`src/design/scrolling_text_line_buffer_top_macros.svh`:
```
// ----------------------------------------------------------------------------
// Scrolling text line buffer assertion macros
// Shared concurrent assertion forms, clocked on i_clk, off while in reset.
// ----------------------------------------------------------------------------
`ifndef SCROLLING_TEXT_LINE_BUFFER_TOP_MACROS_SVH
`define SCROLLING_TEXT_LINE_BUFFER_TOP_MACROS_SVH

// Consequent holds in the same cycle as the antecedent.
`define STLB_ASSERT_SAME(label, ante, cons, msg) \
    label: assert property (@(posedge i_clk) disable iff (!i_rst_n) (ante) |-> (cons)) \
        else $error(msg);

// Consequent holds in the cycle after the antecedent.
`define STLB_ASSERT_NEXT(label, ante, cons, msg) \
    label: assert property (@(posedge i_clk) disable iff (!i_rst_n) (ante) |=> (cons)) \
        else $error(msg);

`endif

```
`src/design/stlb_pkg.sv`:
```
// ----------------------------------------------------------------------------
// Scrolling text line buffer package
// Sizes, codes and shared structures of the line buffer.
// ----------------------------------------------------------------------------
`timescale 1ns / 1ps
`default_nettype none

package stlb_pkg;

    localparam int MAX_COLUMNS = 128;
    localparam int MAX_ROWS    = 128;

    localparam int COL_AW    = $clog2(MAX_COLUMNS);
    localparam int ROW_AW    = $clog2(MAX_ROWS);
    localparam int STORE_AW  = ROW_AW + COL_AW;
    localparam int LEN_W     = $clog2(MAX_COLUMNS + 1);
    localparam int ROW_CNT_W = $clog2(MAX_ROWS + 1);

    localparam int IDX_W  = 7;
    localparam int CHAR_W = 8;
    localparam int CFG_W  = 8;

    localparam int ROW_CMP_W = ((ROW_CNT_W > IDX_W) ? ROW_CNT_W : IDX_W) + 1;
    localparam int COL_CMP_W = ((LEN_W > IDX_W) ? LEN_W : IDX_W) + 1;
    localparam int CFG_CMP_W = ((CFG_W > LEN_W) ? CFG_W : LEN_W) + 2;

    localparam int APB_DW    = 32;
    localparam int CFG_AW    = 3;
    localparam int REG_IDX_W = 1;

    localparam logic [REG_IDX_W-1:0] REG_COLUMNS = 1'b0;
    localparam logic [REG_IDX_W-1:0] REG_ROWS    = 1'b1;

    localparam logic [CFG_W-1:0] COLUMNS_RESET = 8'd80;
    localparam logic [CFG_W-1:0] ROWS_RESET    = 8'd100;

    localparam logic [CHAR_W-1:0] CHAR_NEWLINE = 8'd10;
    localparam logic [CHAR_W-1:0] CHAR_NUL     = 8'd0;

    typedef enum logic {
        OP_WRITE = 1'b0,
        OP_READ  = 1'b1
    } t_op;

    // Effective sizes plus a one-cycle clear strobe on any register write.
    typedef struct packed {
        logic [LEN_W-1:0]     ncol;
        logic [ROW_CNT_W-1:0] nrow;
        logic                 clear;
    } t_cfg;

    // Memory requests for the current item.
    typedef struct packed {
        logic                rd;
        logic                rd_hit;
        logic                char_en;
        logic                char_we;
        logic [STORE_AW-1:0] char_addr;
        logic [CHAR_W-1:0]   char_wdata;
        logic                len_en;
        logic                len_we;
        logic [ROW_AW-1:0]   len_addr;
        logic [LEN_W-1:0]    len_wdata;
    } t_mem_req;

endpackage

`default_nettype wire

```
`src/design/stlb_cfg.sv`:
```
// ----------------------------------------------------------------------------
// Line buffer configuration registers
// APB-style size registers, clamped sizes and the store clear strobe.
// ----------------------------------------------------------------------------
`timescale 1ns / 1ps
`default_nettype none

module stlb_cfg (
    input  wire logic                          i_clk,
    input  wire logic                          i_rst_n,
    input  wire logic                          psel,
    input  wire logic                          penable,
    input  wire logic                          pwrite,
    input  wire logic [stlb_pkg::CFG_AW-1:0]   paddr,
    input  wire logic [stlb_pkg::APB_DW-1:0]   pwdata,
    output      logic [stlb_pkg::APB_DW-1:0]   prdata,
    output      logic                          pready,
    output      stlb_pkg::t_cfg                o_cfg
);

    import stlb_pkg::*;

    logic [CFG_W-1:0]     r_columns;
    logic [CFG_W-1:0]     r_rows;
    logic [CFG_W-1:0]     n_columns;
    logic [CFG_W-1:0]     n_rows;
    logic [REG_IDX_W-1:0] reg_idx;
    logic                 wr_strobe;

    assign pready    = 1'b1;
    assign reg_idx   = paddr[CFG_AW-1:2];
    assign wr_strobe = psel && penable && pwrite && pready;

    always_comb begin
        n_columns = r_columns;
        n_rows    = r_rows;
        prdata    = '0;
        unique case (reg_idx)
            REG_COLUMNS: begin
                prdata = APB_DW'(r_columns);
                if (wr_strobe) begin
                    n_columns = pwdata[CFG_W-1:0];
                end
            end
            REG_ROWS: begin
                prdata = APB_DW'(r_rows);
                if (wr_strobe) begin
                    n_rows = pwdata[CFG_W-1:0];
                end
            end
            default: begin
                prdata = '0;
            end
        endcase
    end

    always_ff @(posedge i_clk) begin
        if (!i_rst_n) begin
            r_columns <= COLUMNS_RESET;
            r_rows    <= ROWS_RESET;
        end else begin
            r_columns <= n_columns;
            r_rows    <= n_rows;
        end
    end

    // Clamp oversized settings to the physical store.
    always_comb begin
        o_cfg.ncol  = (CFG_CMP_W'(r_columns) > CFG_CMP_W'(MAX_COLUMNS))
                    ? LEN_W'(MAX_COLUMNS) : LEN_W'(r_columns);
        o_cfg.nrow  = (CFG_CMP_W'(r_rows) > CFG_CMP_W'(MAX_ROWS))
                    ? ROW_CNT_W'(MAX_ROWS) : ROW_CNT_W'(r_rows);
        o_cfg.clear = wr_strobe;
    end

endmodule

`default_nettype wire

```
`config.mk`:
```
export PLATFORM = sky130hd
export DESIGN_NAME = stlb_cfg
export DESIGN_NICKNAME = d
export VERILOG_FILES = /design/src/design/scrolling_text_line_buffer_top_macros.svh /design/src/design/stlb_pkg.sv /design/src/design/stlb_cfg.sv
export SDC_FILE = /design/constraint.sdc
export NUM_CORES = 1
export LEC_CHECK = 0
export BUFFER_PORTS_ARGS = -buffer_cell sky130_fd_sc_hd__buf_2
export CORE_ASPECT_RATIO = 1.25
export CORE_UTILIZATION = 35
export DETAILED_ROUTE_END_ITERATION = 10
export GPL_TIMING_DRIVEN = 1
export PLACE_DENSITY = 0.79
export SYNTH_ARGS = -nofsm -noshare
export SYNTH_HDL_FRONTEND = slang
export SYNTH_SLANG_ARGS = --single-unit
```
`constraint.sdc`:
```
create_clock -name i_clk -period 2.15 [get_ports i_clk]
set_input_delay 0.5375 -clock i_clk [delete_from_list [all_inputs] [get_ports i_clk]]
set_output_delay 0.5375 -clock i_clk [all_outputs]
set_load 0.01 [all_outputs]
```
Word-level counts from Yosys, hierarchy flattened --
Index checks and enable logic that the tools add are counted.
Storage, ports and cells: output and inout bits 50, word-level logic and storage cells 12, bits in registers 16
Operators by class: bitwise operators 1, reduce and logical (&&, ||, !) cells 4, mux-type cells 3, order comparisons 2
Operators with widths (number):
- 32-bit one-hot mux with 2 select lines | 1
- 8-bit > comparator, second input constant | 2
- 8-bit two-way mux | 2
- 2-bit AND reduction | 2
- 1-bit logical AND | 2
- 1-bit NOT | 1

Longest topological paths before layout --
depth in word-level cells 3, gate-level depth with buffers 4, mapped depth without buffers 2

Least setup slack after synthesis --
No wires, ideal clock.
path kind input port to output port, start point input port paddr[2] (netlist name), end point output port prdata[0] (netlist name), data arrival time 1002 ps, cell stages on the path 2, data required time 1612 ps, slack 610 ps, path buffers 1, cell sequence buf_6 mux2_2
On the way: word-level cells in the longest chain between the ends 2
Ends and longest elaborated chain:
- start: declaration | line stlb_cfg.sv:14 | input wire logic [stlb_pkg::CFG_AW-1:0] paddr,
- 1-bit NOT
- 32-bit one-hot mux with 2 select lines (*) | line stlb_cfg.sv:38 | unique case (reg_idx)
- end: declaration | line stlb_cfg.sv:16 | output logic [stlb_pkg::APB_DW-1:0] prdata,
Every way passes the cells marked *; elsewhere a longest branch is shown, timed or not. The select of a mux whose other input is x is not followed.

Final worst setup path --
start point input port paddr[2] (netlist name), end point output port prdata[4] (netlist name)
Same word-level chain as after synthesis.

==> results.json <==
{
  "status": "complete, no violations",
  "skew_ns": 0,
  "syn_area_um2": 1070,
  "placedInstanceArea_um2": 1140,
  "drc": 0,
  "synth_top_family_by_area": "buffers and inverters",
  "ys_ff_latch": 16,
  "synthMostInstantiatedCell": "buf_4",
  "cts_tree": "built",
  "drt_first_pass_iters": 2,
  "r2r-end": "r_rows[7]",
  "hold_path_depth": 2,
  "area_growth_pct": 8.62,
  "setup_viol": 0,
  "cts-buffers-inserted": 3,
  "layout-drive-gt1-share": 0.331,
  "drv_slew": 0,
  "path_clk_slew_ns": 0.08,
  "setup_tns_ns": 0,
  "grt_max_degree": 28,
  "crit-reg2reg-launch": "r_rows[7]",
  "seq_area_frac_synth": 0.298,
  "core_um2": 2920,
  "htree_levels": 1,
  "synth_top_area_frac": 0.298,
  "dieWidth_um": 51.5,
  "ant_nets": 0,
  "grt_pass1_vias": 670,
  "power_density_nw_per_um2": 477,
  "place.gp.congestion": 0.656,
  "ios": 90,
  "yosys-top-cells-count": "26 x buf_4, 23 x nor2b_1, 18 x nand2_1, 16 x dfxtp_1, 16 x mux2i_1",
  "period_needed_ns": 1.83,
  "hp-class": "reg -> reg",
  "clockBufferDepth": 2,
  "die_h_um": 63.9,
  "synth_flop_cell": "dfxtp_1",
  "finalWirelength_um": 1890,
  "antenna_cells": 0,
  "synth_cells": 121,
  "worstHoldStart": "r_columns[5]",
  "yosys.area_share.adder": 0,
  "routed_via_density": 4.30,
  "root_buffer": "clkbuf_4",
  "ys_warn_count": 0,
  "finalCritPeriodShare": 0.849,
  "final_hold_viol_count": 0,
  "max_freq_mhz": 548,
  "clock_sinks": 16,
  "antenna_found_initial": 0,
  "whs_endpoint": "r_columns[5]",
  "die_area_um2": 3290,
  "cp.required_ns": 1.61,
  "nNetsFinal": 193,
  "synth_simple_gate_area_frac": 0.227,
  "cp_max_fo": 11,
  "fin_ws_ns": 0.324,
  "grt_pass1_wl_um": 2940,
  "vdd_drop_max_mv": 0.170,
  "start_kind": "input pin",
  "synth_compound_area_frac": 0,
  "max_cap_viol_count": 0,
  "num_vias": 805,
  "leakagePower_nw": 0.578,
  "grt_usage": 0.120,
  "wl_per_cell_um": 10.1,
  "r2r_setup_slack_ns": 1.31,
  "synth-xor-area-share": 0,
  "core.rowCount": 22,
  "end_kind": "output port",
  "grt_setup_unrepaired": "no",
  "synth_area_per_cell_um2": 8.87,
  "gr-total-overflow": 0,
  "fin_util": 0.400,
  "synth_edf_count": 0,
  "ys_types": 14,
  "cts_hold_buf": 0,
  "worstRegToRegCells": 2,
  "critPathKind": "in -> out",
  "start_util": 0.368,
  "cp.arrival_ns": 1.29,
  "yosys.area.top_type": "dfxtp_1",
  "drt_iter0_markers": 17,
  "clk_latency_ns": 0.27,
  "muxShareOfSynthArea": 0.233,
  "cts_resized": 0,
  "dp_slack_ns": 0.320,
  "final_area_um2": 1170,
  "synth-async-reset-ratio": 0,
  "post_cts_buffers": 0,
  "place.port_buffers": 38,
  "synth_top_cells_by_area": "dfxtp_1 30%, buf_4 18%, mux2i_1 15%"
}
[state kept, by name, summed over array words and instances (netlist names)]
register / count
r_rows: 8
r_columns: 8
[layout make-up]
cell class                 count  area, um2
sequential                    16        320
multi-input combinational     94        588
timing repair buffer          38        190
clock buffer                   3       22.5
tap                           36       45.0
fill                         332       1750
[cell families after synthesis]
| kind of cell | count (synthesis) |
|---|---|
| buffers and inverters | 34 |
| DFF | 16 |
| muxes | 24 |
| other | 2 |
| and+or+nand+nor | 45 |
[worst max-delay path by stage]
stage	startpoint	endpoint	slack (ns)	cells after the start
after floorplan	paddr[2]	prdata[0]	0.61	2
after global placement	paddr[2]	prdata[4]	0.32	3
after detailed placement	paddr[2]	prdata[4]	0.32	3
after CTS	paddr[2]	prdata[4]	0.32	3
after global routing	paddr[2]	prdata[4]	0.30	3
final	paddr[2]	prdata[4]	0.32	3
[power by group]
| part | internal (mW) | switching (mW) |
|---|---|---|
| Combinational | 0.0399 | 0.0602 |
| Clock | 0.0648 | 0.0825 |
| Sequential | 0.303 | 0.00605 |
| Total | 0.407 | 0.149 |
[cell usage in the layout, fill, tap and decap left out, drive strengths merged]
master	count
buf	38
conb	25
nor2b	23
nand2	18
mux2i	16
dfxtp	16
mux2	8
clkbuf	3
and3	1
and4	1
and4b	1
nand4	1
[through the flow]
step / instances / total power [mW] / hold WS, ns
2_1_floorplan: 144 / 0.422 / 0.440
3_3_place_gp: 184 / 0.415 / 0.452
3_5_place_dp: 184 / 0.417 / 0.461
4_1_cts: 187 / 0.566 / 0.473
5_1_grt: 187 / 0.587 / 0.488
6_report: 187 / 0.556 / 0.469
[critical path, stage by stage]
cell,delay (ns)
buf_2,0.24
mux2_2,0.38
buf_2,0.14
[routing by layer]
metal,part of all wire,GRT usage,up-vias
li1,-,-,398
met1,0.40,0.130,370
met2,0.54,0.224,35
met3,0.053,0.0143,2
met4,0.0095,0.0507,0
met5,0,0,-
(Power assumes the default switching activity.)
