==> config.mk <==
export PLATFORM = sky130hd
export DESIGN_NAME = stlb_ctrl
export DESIGN_NICKNAME = d
export VERILOG_FILES = /design/src/design/scrolling_text_line_buffer_top_macros.svh /design/src/design/stlb_pkg.sv /design/src/design/stlb_ctrl.sv
export SDC_FILE = /design/constraint.sdc
export NUM_CORES = 1
export LEC_CHECK = 0
export ABC_AREA = 1
export BUFFER_PORTS_ARGS = -buffer_cell sky130_fd_sc_hd__buf_2
export CORE_MARGIN = 4
export CORE_UTILIZATION = 54
export DETAILED_ROUTE_END_ITERATION = 10
export GPL_TIMING_DRIVEN = 1
export PLACE_DENSITY = 0.73
export SLEW_MARGIN = 5
export SYNTH_ARGS = -nofsm -noshare
export SYNTH_HDL_FRONTEND = slang
export SYNTH_SLANG_ARGS = --single-unit
==> constraint.sdc <==
create_clock -name i_clk -period 4.5 [get_ports i_clk]
set_clock_uncertainty 0.2 [all_clocks]
set_input_delay 0.45 -clock i_clk [delete_from_list [all_inputs] [get_ports i_clk]]
set_output_delay 0.45 -clock i_clk [all_outputs]
set_load 0.05 [all_outputs]
==> src/design/scrolling_text_line_buffer_top_macros.svh <==
// ----------------------------------------------------------------------------
// Scrolling text line buffer assertion macros
// Shared concurrent assertion forms, clocked on i_clk, off while in reset.
// ----------------------------------------------------------------------------
`ifndef SCROLLING_TEXT_LINE_BUFFER_TOP_MACROS_SVH
`define SCROLLING_TEXT_LINE_BUFFER_TOP_MACROS_SVH

// Consequent holds in the same cycle as the antecedent.
`define STLB_ASSERT_SAME(label, ante, cons, msg) \
    label: assert property (@(posedge i_clk) disable iff (!i_rst_n) (ante) |-> (cons)) \
        else $error(msg);

// Consequent holds in the cycle after the antecedent.
`define STLB_ASSERT_NEXT(label, ante, cons, msg) \
    label: assert property (@(posedge i_clk) disable iff (!i_rst_n) (ante) |=> (cons)) \
        else $error(msg);

`endif

==> src/design/stlb_pkg.sv <==
// ----------------------------------------------------------------------------
// Scrolling text line buffer package
// Sizes, codes and shared structures of the line buffer.
// ----------------------------------------------------------------------------
`timescale 1ns / 1ps
`default_nettype none

package stlb_pkg;

    localparam int MAX_COLUMNS = 128;
    localparam int MAX_ROWS    = 128;

    localparam int COL_AW    = $clog2(MAX_COLUMNS);
    localparam int ROW_AW    = $clog2(MAX_ROWS);
    localparam int STORE_AW  = ROW_AW + COL_AW;
    localparam int LEN_W     = $clog2(MAX_COLUMNS + 1);
    localparam int ROW_CNT_W = $clog2(MAX_ROWS + 1);

    localparam int IDX_W  = 7;
    localparam int CHAR_W = 8;
    localparam int CFG_W  = 8;

    localparam int ROW_CMP_W = ((ROW_CNT_W > IDX_W) ? ROW_CNT_W : IDX_W) + 1;
    localparam int COL_CMP_W = ((LEN_W > IDX_W) ? LEN_W : IDX_W) + 1;
    localparam int CFG_CMP_W = ((CFG_W > LEN_W) ? CFG_W : LEN_W) + 2;

    localparam int APB_DW    = 32;
    localparam int CFG_AW    = 3;
    localparam int REG_IDX_W = 1;

    localparam logic [REG_IDX_W-1:0] REG_COLUMNS = 1'b0;
    localparam logic [REG_IDX_W-1:0] REG_ROWS    = 1'b1;

    localparam logic [CFG_W-1:0] COLUMNS_RESET = 8'd80;
    localparam logic [CFG_W-1:0] ROWS_RESET    = 8'd100;

    localparam logic [CHAR_W-1:0] CHAR_NEWLINE = 8'd10;
    localparam logic [CHAR_W-1:0] CHAR_NUL     = 8'd0;

    typedef enum logic {
        OP_WRITE = 1'b0,
        OP_READ  = 1'b1
    } t_op;

    // Effective sizes plus a one-cycle clear strobe on any register write.
    typedef struct packed {
        logic [LEN_W-1:0]     ncol;
        logic [ROW_CNT_W-1:0] nrow;
        logic                 clear;
    } t_cfg;

    // Memory requests for the current item.
    typedef struct packed {
        logic                rd;
        logic                rd_hit;
        logic                char_en;
        logic                char_we;
        logic [STORE_AW-1:0] char_addr;
        logic [CHAR_W-1:0]   char_wdata;
        logic                len_en;
        logic                len_we;
        logic [ROW_AW-1:0]   len_addr;
        logic [LEN_W-1:0]    len_wdata;
    } t_mem_req;

endpackage

`default_nettype wire

==> src/design/stlb_ctrl.sv <==
// ----------------------------------------------------------------------------
// Line buffer access control
// Ring pointer, cursor and row valid bits; memory requests for each item.
// ----------------------------------------------------------------------------
`timescale 1ns / 1ps
`default_nettype none

module stlb_ctrl (
    input  wire logic                          i_clk,
    input  wire logic                          i_rst_n,
    input  wire stlb_pkg::t_cfg                i_cfg,
    input  wire logic                          i_accept,
    input  wire logic                          i_operation,
    input  wire logic                          i_new_message,
    input  wire logic [stlb_pkg::CHAR_W-1:0]   i_char_code,
    input  wire logic [stlb_pkg::IDX_W-1:0]    i_row_index,
    input  wire logic [stlb_pkg::IDX_W-1:0]    i_column_index,
    output      stlb_pkg::t_mem_req            o_req
);

    import stlb_pkg::*;

    logic [ROW_AW-1:0]    r_ptr;
    logic [ROW_AW-1:0]    n_ptr;
    logic [LEN_W-1:0]     r_cursor;
    logic [LEN_W-1:0]     n_cursor;
    logic [MAX_ROWS-1:0]  r_row_valid;
    logic [MAX_ROWS-1:0]  n_row_valid;

    logic                 sized;
    logic                 rd_acc;
    logic                 wr_acc;
    logic                 wr_char;
    logic [LEN_W-1:0]     cur;
    logic                 scroll;
    logic [ROW_AW-1:0]    wr_row;
    logic [COL_AW-1:0]    wr_col;
    logic [LEN_W-1:0]     new_len;
    logic [ROW_CMP_W-1:0] row_sum;
    logic [ROW_CMP_W-1:0] row_phys;
    logic [ROW_AW-1:0]    rd_row;
    logic [COL_AW-1:0]    rd_col;
    logic                 rd_in_range;

    assign sized  = (i_cfg.ncol != '0) && (i_cfg.nrow != '0);
    assign rd_acc = i_accept && (i_operation == OP_READ);
    assign wr_acc = i_accept && (i_operation == OP_WRITE) && sized;

    // Write side: new-message forces column 0, which then scrolls.
    assign cur     = i_new_message ? '0 : r_cursor;
    assign wr_char = (i_char_code != CHAR_NEWLINE) && (i_char_code != CHAR_NUL);
    assign scroll  = (cur == '0) || (cur >= i_cfg.ncol);

    always_comb begin
        if (!scroll) begin
            wr_row = r_ptr;
        end else if (r_ptr == '0) begin
            wr_row = ROW_AW'(i_cfg.nrow - ROW_CNT_W'(1));
        end else begin
            wr_row = r_ptr - ROW_AW'(1);
        end
    end

    assign wr_col  = scroll ? '0 : COL_AW'(cur);
    assign new_len = LEN_W'(wr_col) + LEN_W'(1);

    // Read side: logical row to ring slot, one compare and subtract.
    assign row_sum  = ROW_CMP_W'(r_ptr) + ROW_CMP_W'(i_row_index);
    assign row_phys = (row_sum >= ROW_CMP_W'(i_cfg.nrow))
                    ? row_sum - ROW_CMP_W'(i_cfg.nrow) : row_sum;
    assign rd_row   = ROW_AW'(row_phys);
    assign rd_col   = COL_AW'(i_column_index);

    assign rd_in_range = sized
        && (ROW_CMP_W'(i_row_index) < ROW_CMP_W'(i_cfg.nrow))
        && (COL_CMP_W'(i_column_index) < COL_CMP_W'(i_cfg.ncol));

    always_comb begin
        n_ptr       = r_ptr;
        n_cursor    = r_cursor;
        n_row_valid = r_row_valid;
        if (i_cfg.clear) begin
            n_ptr       = '0;
            n_cursor    = '0;
            n_row_valid = '0;
        end else if (wr_acc) begin
            if (i_char_code == CHAR_NEWLINE) begin
                n_cursor = '0;
            end else if (wr_char) begin
                n_ptr               = wr_row;
                n_cursor            = new_len;
                n_row_valid[wr_row] = 1'b1;
            end else begin
                n_cursor = cur;
            end
        end
    end

    always_ff @(posedge i_clk) begin
        if (!i_rst_n) begin
            r_ptr       <= '0;
            r_cursor    <= '0;
            r_row_valid <= '0;
        end else begin
            r_ptr       <= n_ptr;
            r_cursor    <= n_cursor;
            r_row_valid <= n_row_valid;
        end
    end

    always_comb begin
        o_req.rd         = rd_acc;
        o_req.rd_hit     = rd_in_range && r_row_valid[rd_row];
        o_req.char_we    = wr_acc && wr_char;
        o_req.char_en    = rd_acc || o_req.char_we;
        o_req.char_addr  = o_req.char_we ? {wr_row, wr_col} : {rd_row, rd_col};
        o_req.char_wdata = i_char_code;
        o_req.len_we     = o_req.char_we;
        o_req.len_en     = o_req.char_en;
        o_req.len_addr   = o_req.char_we ? wr_row : rd_row;
        o_req.len_wdata  = new_len;
    end

endmodule

`default_nettype wire

After elaboration in Yosys (flattened, before gate mapping):

Index checks and enable logic that the tools add are counted.

* bits in registers: 143
* bits of input ports: 44
* output and inout port bits: 43
* logic and storage cells: 53

* add/subtract/negate cells: 5
* order comparisons: 7
* equality and inequality tests: 2
* mux-type cells: 13
* bitwise operators: 4
* reduce and logical (&&, ||, !) cells: 19

Operators by type and width (number)
* 128-bit bitwise OR: 1
* 7-bit two-way mux: 5
* 8-bit two-way mux: 3
* 8-bit nonzero test: 3
* 8-bit >= comparator: 2
* 7-bit by 8-bit less-than comparator with 1-bit output: 2
* 7-bit by 8-bit less-than comparator with 1-bit output (second input constant): 2
* 14-bit two-way mux: 1
* 7-bit by 1-bit subtractor with 7-bit output (second input constant): 2
* 1-bit logical AND: 10
* 7-bit by 1-bit adder with 8-bit output (second input constant): 1
* 7-bit by 7-bit adder with 8-bit output: 1
* 8-bit by 4-bit equality test with 1-bit output (second input constant): 1
* 8-bit logical NOT: 1
* 8-bit by 4-bit inequality test with 1-bit output (second input constant): 1
* 1-bit binary-select mux with 7-bit select: 1
* 1-bit demux with 7-bit select: 1
* 7-bit by 1-bit >= comparator with 1-bit output (second input constant): 1
* 7-bit logical NOT: 1
* 7-bit subtractor: 1
* 1-bit inverter: 3
* 3-bit AND reduction: 1
* 1-bit logical OR: 2
* 1-bit two-way mux: 2
* 2-bit OR reduction: 1

Depth between registers and ports, before layout:

Gate-level depths: netlist of the first run.

* depth in word-level cells: 9
* depth in mapped cells: 28

Worst setup path before layout of the first run:

Ideal clock, no wire load.

* path type: input -> output
* from: input i_row_index[0] (netlist name)
* to: output o_req[34] (netlist name)
* arrival time: 4475 ps
* data required time: 3850 ps
* setup slack: -625 ps
* stages on the path: 20
* path buffers: 3
* cell sequence: ha_1 -> fa_1 -> nand3_1 -> and2_1 -> nor2_1 -> nor2_1 -> o21bai_1 -> xor2_1 -> inv_1 -> ha_1 -> nand2_1 -> inv_1 -> a21oi_1 -> nand3_1 -> buf_4 -> inv_2 -> o21ai_2 -> buf_2 -> o21ai_0 -> buf_4

RTL lines
* start, declared: RTL line stlb_ctrl.sv:16 `input wire logic [stlb_pkg::IDX_W-1:0] i_row_index,`
* end, declared: RTL line stlb_ctrl.sv:18 `output stlb_pkg::t_mem_req o_req`

==> flow_results.org, run 1 <==
** Critical path
- Critical Path Fanout Max :: 12
- On the critical path, the stage with the largest delay is an instance of fa_2.
- Setup slack on the worst reg-to-reg path comes out at 0.95 ns.
- Launching element type of the critical path :: register
- Data on the critical path arrives at its endpoint at 4.29 ns.
- Cells on worst reg2reg path :: 14
- The critical path is of the reg2out type.
- Most frequent CP cell :: nand3_1
- The worst setup path is captured at a primary output.
- Worst Path Required :: 3.85 ns
- Delay contributed by the slowest stage of the critical path :: 0.35 ns

** Clock network
- Count of hold-fix buffers inserted at cts :: 0
- The number of clock buffers added by TritonCTS is 17.
- Root buffer selected by CTS :: clkbuf_16
- # H-tree levels :: 4
- Buffers from clock root to sink, at most :: 2
- Counting every sink on the clock net gives 143.
- Clock-pin slew was measured on the worst setup and hold paths at 0.06 ns.
- The clock reaches the later pin of the worst-skew pair after 0.43 ns.
- TritonCTS built the clock tree.

** Floorplanning
- Y dimension of the die :: 134 microns
- In this run the horizontal extent of the chip is 134 microns.
- The floorplan step defined a die boundary enclosing 0.0179 sq mm.
- Core footprint :: 0.0153 sq mm
- Initial core utilization :: 55.7%
- The floorplan has 45 rows.
- In this run the count of I/O pins placed on the die edge is 87.

** STA
- The worst path in the final design needs a cycle of 4.94 ns, including I/O delays and setup.
- Setup repair after global routing missed its margin :: yes
- At the pin with the least slew margin, the transition time is 0.810 ns.
- Count of final hold-check violations :: 0
- Final worst-path setup slack :: -0.445 ns
- Crit share post-route :: 110%
- Number of setup violations in the final report :: 3
- For this run, the top clock speed supported by timing is 202 MHz.
- The final max-slew violation count was 0.
- Fin Setup TNS :: -0.445 ns
- Headroom to the max-slew limit came out at 45.8%.

** GRT
- Number of global-route vias before repair :: 8,163
- Largest net degree at the start of global routing :: 72
- Remaining Overflow, GRT :: 0
- The number of antenna violations at the first check in global routing was 0.
- Global routing used 28.3% of the available tracks.
- First-pass GRT wire length :: 40.9 mm

** Power and ir drop
- Summed over all cells, the static leakage comes to 0.00434 uW.
- Dividing total power by cell area gives a power density of 418 mW/mm^2.
- Summing internal, switching and leakage power gives 4500 uW.
- Max rail drop VDD :: 364 uV

** Place
- Routability cong. :: 0.942
- Total of buffers placed on input and output ports :: 86
- Placed wire-length estimate after detailed placement :: 16.5 mm

** Route
- Antenna violation net count after detailed routing :: 0
- Vias per Instance :: 5.63
- After detailed routing, the average wire length per cell comes to 16.8 microns.
- Drc violations :: 0
- Initial detailed-routing violation count :: 947
- The final route contains 8,824 vias.
- Total length of routed wires :: 26.3 mm
- Drt first pass iters :: 6

** Synthesis
- Number of instances in the synthesized netlist :: 1,228
- dfxtp_1 takes more of the synthesized area than any other cell.
- Area share of the largest cell type after synthesis :: 33.6%
- Most used DFF post-synth :: dfxtp_1
- Top post-synthesis cells by area :: dfxtp_1 (34%), nand3_1 (12%), a21oi_1 (9.5%)
- Summing every instance area after synthesis gives 0.00852 sq mm.
- Register area share after synthesis :: 33.6%
- Distinct cell type count of the synthesized netlist :: 47
- Number of enable-type register cells in the synthesized netlist :: 0
- Nets in the synthesized netlist :: 1,311
- Yosys warning count :: 0
- In this run, synthesis produced a sequential element count of 143.
- Async set or reset register ratio after synthesis :: 0%
- Mean instance size in the synthesized netlist :: 6.94 sq um

** Flow run
- Across the run, the number of max-cap violations was 0.

** Run status
- Outcome :: complete, but fails checks
- The checks that failed: setup timing.

** Layout
- Leaving out fill and tap cells, the most frequent cell in the layout is nand2_1.
- Diodes inserted :: 0
- Post-route core utilization :: 70.3%
- Layout Nets :: 1,425
- Most used cells in the layout excluding fill and tap cells :: nand2_1 (207), nand3_1 (190), a21oi_1 (158)
- Area delta synth->final :: 26.3%
- Share of post-route cells with drive strength above 1 :: 23.9%

** Hold path
- Worst hold-check path type :: in2reg
- Hold path depth :: 4
per-layer routing:
layer	part of all wire (%)	track usage, %	up-vias
li1	-	-	4234
met1	42	36.9	4088
met2	47	46.7	431
met3	7.8	5.02	71
met4	3.1	10.9	0
met5	0	0	-
area by class of cell:
class	count	area [sq um]
multi-input combinational	851	4910
fill	1238	4550
sequential	143	2870
timing repair buffer	173	1520
inverter	156	598
clock buffer	22	474
tap	211	264
clock inverter	10	135
worst max-delay path: cells and delay by family (launching register included):
kind	cells	cell delay (ns)
adders and majority gates	3	0.74
AOI/OAI and AO/OA	3	0.36
xor gates and xnor gates	1	0.18
and+or+nand+nor	14	1.39
buffers and inverters	7	0.84
DFF	1	0.34
registers in the layout, summed over array words and instances (netlist names):
signal and cells:
r_row_valid 128, r_cursor 8, r_ptr 7
final timing paths:
check	startpoint	endpoint
max	r_ptr[0]	o_req[41]
min	i_cfg[0]	r_ptr[0]
max reg2reg	r_cursor[2]	r_row_valid[35]
min reg2reg	r_row_valid[103]	r_row_valid[103]
cells in the mapped netlist (2+ instances only):
cell / number
a21oi_2: 4
nand3_2: 4
nand3_1: 200
inv_2: 15
clkbuf_1: 29
dfxtp_1: 143
inv_4: 2
nand4_1: 4
or2_1: 2
o21bai_1: 3
o21ai_2: 7
nor4_1: 5
buf_6: 9
buf_2: 22
fa_1: 2
inv_1: 138
buf_4: 19
a21oi_1: 162
o211ai_1: 12
o21ai_1: 9
a21boi_0: 3
nand2_2: 7
nor2_2: 9
o21ai_0: 20
nand2_1: 216
xnor2_1: 4
nor2_1: 94
nor3_2: 2
ha_1: 37
nor2_8: 4
nor3_1: 2
xor2_1: 10
nor2_4: 15
per-stage QoR:
stage	std cells	hold WS, ns	instance area [sq um]	worst slack, ns
floorplan	1228	0.230	8540	-0.184
global placement	1513	0.236	9400	-0.360
detailed placement	1513	0.242	9400	-0.453
CTS	1554	0.141	10300	-0.264
global route	1566	0.159	10800	-0.641
finish	1566	0.157	10800	-0.445
cell families (layout without fill, tap and decap cells):
group                      after synthesis  count (layout)  share of synthesized area, %
DFF                                    143             143                          33.6
xor gates and xnor gates                14              14                          1.44
adders and majority gates               39              39                          5.90
and+or+nand+nor                        573             574                          32.2
buffers and inverters                  235             361                          12.4
AOI/OAI and AO/OA                      224             224                          14.4
where the power goes:
| group | internal (uW) | leakage [uW] | switching (uW) | total [uW] |
|---|---|---|---|---|
| Sequential | 1270 | 0.00115 | 4.37 | 1280 |
| Clock | 913 | 0.000300 | 538 | 1450 |
| Combinational | 668 | 0.00289 | 1110 | 1780 |
repair_timing:
item	4_1_cts	5_1_grt
gates resized for setup	33	70
setup endpoints to repair	11	13
gates cloned	4	8
setup buffers	5	5
endpoints found under the hold margin	0	0
pin swaps	12	11
Note: power is estimated with default switching activity, not from simulation.
==> inputs of run 2 (changes only) <==
--- a/config.mk
+++ b/config.mk
@@ -5,7 +5,7 @@
 export SDC_FILE = /design/constraint.sdc
 export NUM_CORES = 1
 export LEC_CHECK = 0
-export ABC_AREA = 1
+export ABC_AREA = 0
 export BUFFER_PORTS_ARGS = -buffer_cell sky130_fd_sc_hd__buf_2
 export CORE_MARGIN = 4
 export CORE_UTILIZATION = 54
==> run 2 against run 1 <==
  * Synthesized cell count fell by 22%
  * Critical endpoint unchanged
  * The flow still finishes with violations (setup timing)
  * Via count shrank 6.3%
  * Flip-flop and latch count unchanged
==> flow_results.org, run 2 <==
** Layout
- The largest registers in the layout are r_row_valid x128, r_cursor x8, r_ptr x7.
- The multi-input gate area in the final layout came to 0.00535 sq mm (+9.0%).
- The antenna diode count is 0 (unchanged).
- In the layout the commonest cells are dfxtp_1 (142), nand2_1 (140), buf_4 (101).
- Layout Nets :: 1,198 (-16%)
- Number of fill cells in the layout :: 1,057 (-15%)
- Share of post-route cells with drive strength above 1 :: 30.7% (+6.8 points)
- Finished Cell Area :: 0.0108 sq mm (about the same)
- Post-route core utilization :: 73.0% (+2.7 points)
- Counting flops per register, the top entry is r_row_valid.
- The flip-flop and latch area is 0.00287 sq mm (unchanged).
- Max reg flops :: 128 (unchanged)
- Leaving out fill and tap cells, the most frequent cell in the layout is dfxtp_1.
- Compared with the post-synthesis result, the final layout area differs by 30.9%.

** GRT
- The global-route usage over all layers came to 28.9% (+0.59 points).
- First-pass GRT wire length :: 40.4 mm (-1.1%)
- Number of global-route vias before repair :: 7,605 (-6.8%)
- The sum of overflow across all layers after global routing is 0 (unchanged).
- The pin count of the biggest net entering global routing is 103 (+43%).
- Number of antenna violations at the first check in global routing :: 0 (unchanged)

** STA
- The worst path setup slack after routing came to -0.956 ns (-0.511 ns).
- The transition at the pin with the smallest max-transition slack came to 1.06 ns (+0.247 ns).
- Top achievable clock speed :: 183 MHz (-9.4%)
- Worst Hold Margin :: 0.246 ns (+0.0883 ns)
- Max transition margin :: 29.5% (-16 points)
- The post-route clock period utilization came to 121% (+11 points).
- Count of final hold-check violations :: 0 (unchanged)
- Setup repair after global routing could not meet its margin everywhere.
- Final Max Slew Viols :: 0 (unchanged)
- The total negative slack is -2.95 ns (-2.51 ns).
- Number of setup violations in the final report :: 15 (+12)
- The time the worst path needs with I/O delays and setup was 5.46 ns (+0.511 ns).

** Route
- The total routed wirelength came to 27.4 mm (+4.3%).
- The average wire per standard cell is 20.9 microns (+24%).
- Vias per Instance :: 6.30 (+12%)
- The detailed-routing iteration count for the pre-antenna-repair pass was 8 (+2).
- The count of unresolved DRC violations after routing is 0 (unchanged).
- The number of nets still failing antenna checks after routing was 0 (unchanged).
- The vias after detailed routing came to 8,264 (-6.3%).
- The DRC violation total after the first TritonRoute iteration came to 852 (-10%).

** Synthesis
- The synthesized design spends more area on one cell type than any other, namely dfxtp_1.
- The fraction of post-synthesis cell area in the top cell type by area came to 34.8% (+1.2 points).
- The fraction of the mapped netlist area in compound gates came to 25.6% (+11 points).
- Synthesized-area fraction occupied by adder cells :: 6.11% (+0.21 points)
- Yosys attributes the largest share of cell area to dfxtp_1 (35%), a22o_1 (6.9%), nand2_1 (6.6%).
- Post-Synth Simple-Gate Area :: 22.2% (-10 points)
- The post-synthesis mux area share is 3.70% (+3.7 points).
- Async set or reset register ratio after synthesis :: 0% (unchanged)
- The part of the Yosys area used for sequential elements came to 34.8% (+1.2 points).
- Among all cell types in the netlist, the one instantiated most often is nand2_1.
- The number of flops mapped to enable cells by yosys is 0 (unchanged).
- Among all flip-flop cells after synthesis, the most frequent one is dfxtp_1.
- Number of instances in the synthesized netlist :: 959 (-22%)
- Main combinational cell family by area after synthesis :: compound AO/OA/AOI/OAI gates
- Yosys warning count :: 0 (unchanged)
- Mean instance size in the synthesized netlist :: 8.58 sq um (+24%)
- Top cell types by occurrence after synthesis :: nand2_1 (145), dfxtp_1 (143), o21ai_1 (71), a22o_1 (65), nand3_1 (50)
- The post-synthesis xor/xnor area fraction came to 1.81% (+0.37 points).
- The post-synth design cell area is 0.00823 sq mm (-3.5%).
- Distinct cell type count of the synthesized netlist :: 71 (+51%)
- Number of register bits inferred by synthesis :: 143 (unchanged)
- Nets in the synthesized netlist :: 1,042 (-21%)

** Critical path
- The worst setup path is launched from a register.
- The setup path with the least slack is of type reg2out.
- FF-to-FF Start :: r_ptr[5]
- CP arrival :: 4.81 ns (+0.52 ns)
- The maximum fanout encountered on the critical timing path is 6 (-6).
- Kind of capture point of the worst setup path :: primary output
- In this run the worst setup path begins at r_ptr[0].
- Worst Path Required :: 3.85 ns (about the same)

** Hold path
- Start point of the worst hold path :: r_row_valid[27]
- The min-delay analysis places its worst path in the category reg2reg.

** Clock network
- The maximum level of the CTS H-tree was 4 (unchanged).
- Number of CTS-inserted buffers :: 17 (unchanged)
- Clock tree from TritonCTS :: built
- In this run the clock root is driven by a clkbuf_16.
- Buffers from clock root to sink, at most :: 2 (unchanged)
- The clock sink count is 143 (unchanged).
- The clock latency at the later pin of the worst-skew pair is 0.43 ns (about the same).
- Clock slew at the register clock pins of the worst setup and hold paths :: 0.06 ns (about the same)

** Power and ir drop
- The cell leakage power is 0.00438 uW (+0.86%).
- The power density over the cells is 415 mW/mm^2 (-0.81%).
- The worst-case vdd ir drop is 314 uV (-14%).

** Place
- The placed standard-cell area came to 0.00952 sq mm (+1.3%).
- The placer's final routability congestion estimate came to 0.915 (-2.9%).
- The worst setup slack before clock tree synthesis was -0.710 ns (-0.257 ns).
- The number of input and output port buffers inserted came to 86 (unchanged).
- The placed wire-length estimate was 17.5 mm (+5.8%).

** Floorplanning
- The die footprint is 0.0173 sq mm (-3.3%).
- The core region area came to 0.0148 sq mm (-3.7%).
- DIE WIDTH :: 131 microns (-1.6%)
- The top-level I/O count is 87 (unchanged).
- Y dimension of the die :: 131 microns (-1.6%)
- Initial core utilization :: 55.8% (+0.10 points)
- The cell row count was 44 (-2.2%).

** Flow run
- The number of maximum-capacitance violations was 0 (unchanged).

** Run status
- The checks that failed: setup timing.
- Outcome :: complete, but fails checks
-- run 2: changes by cell type in the layout (fill, tap and decap cells not counted), sizes merged, moves of 10 or more --
cell / previous run / this run
nand3: 205 / 51
a21oi: 166 / 25
inv: 156 / 29
nor2: 122 / 40
nand2: 226 / 145
o21ai: 37 / 114
a22o: 0 / 65
buf: 167 / 209
mux2i: 0 / 18
a21o: 1 / 16
nand2b: 0 / 15
nor4: 5 / 18
nor2b: 0 / 10
-- run 2: cell families (layout without fill, tap and decap cells) --
| kind of cell | Yosys count | after routing |
|---|---|---|
| adder cells (fa/ha/maj) | 39 | 39 |
| XOR/XNOR | 17 | 17 |
| multiplexers | 27 | 27 |
| flip-flops | 143 | 143 |
| AND/OR/NAND/NOR | 331 | 331 |
| AO/OA/AOI/OAI | 302 | 302 |
| buffers and inverters | 100 | 269 |
-- run 2: what timing repair did --
item	4_1_cts	5_1_grt
pin swaps	20	19
gates resized for setup	43	71
cloned	1	0
hold buffers	0	0
buffers inserted	7	16
endpoints found under the setup margin	13	15
-- run 2: per-stage QoR --
step	power (uW)	instances
after floorplan	2240	959
after global placement	2690	1257
after detailed placement	2700	1257
after CTS	4250	1297
after global routing	4600	1312
final	4470	1312
-- run 2: cell type report --
type | instances | share of cell area, %
Multi-Input combinational cell | 716 | 49.7
Tap cell | 184 | 2.14
Timing Repair Buffer | 209 | 14.8
Clock inverter | 12 | 1.48
Clock buffer | 20 | 4.33
Inverter | 28 | 0.976
Sequential cell | 143 | 26.6
-- run 2: power breakdown --
group / internal (uW) / leakage, uW / switching (uW) / total, uW
Clock: 917 / 0.000291 / 568 / 1490
Combinational: 675 / 0.00294 / 1030 / 1710
Sequential: 1270 / 0.00115 / 4.44 / 1280
-- run 2: final timing paths --
| path | slack, ns | end | cells after the start |
|---|---|---|---|
| worst max-delay path | -0.96 | o_req[41] | 24 |
| worst min-delay path | 0.25 | r_row_valid[27] | 2 |
| worst max register to register | 0.70 | r_row_valid[103] | 12 |
| worst min register to register | 0.25 | r_row_valid[27] | 2 |
-- run 2: worst max-delay path, stage by stage (launching register included) --
cell,delay [ns]
dfxtp_4,0.37
ha_4,0.16
fa_2,0.36
a21oi_2,0.16
nor2_1,0.08
nor2_1,0.19
buf_4,0.15
buf_4,0.10
buf_6,0.09
xnor2_2,0.07
ha_1,0.34
nand2_2,0.09
nor2_4,0.15
o21ai_4,0.09
nand2_2,0.10
buf_6,0.15
buf_4,0.13
buf_6,0.10
o21a_1,0.15
mux4_2,0.32
a2111oi_2,0.34
o2111ai_1,0.18
o211ai_1,0.17
o32ai_4,0.15
buf_6,0.18
-- run 2: per-layer routing --
layer	global-route usage (%)	wire length, microns	up-vias
li1	-	-	3825
met1	38.1	11200	3896
met2	46.5	12900	431
met3	6.23	2170	112
met4	11.0	1200	0
met5	0	0	-
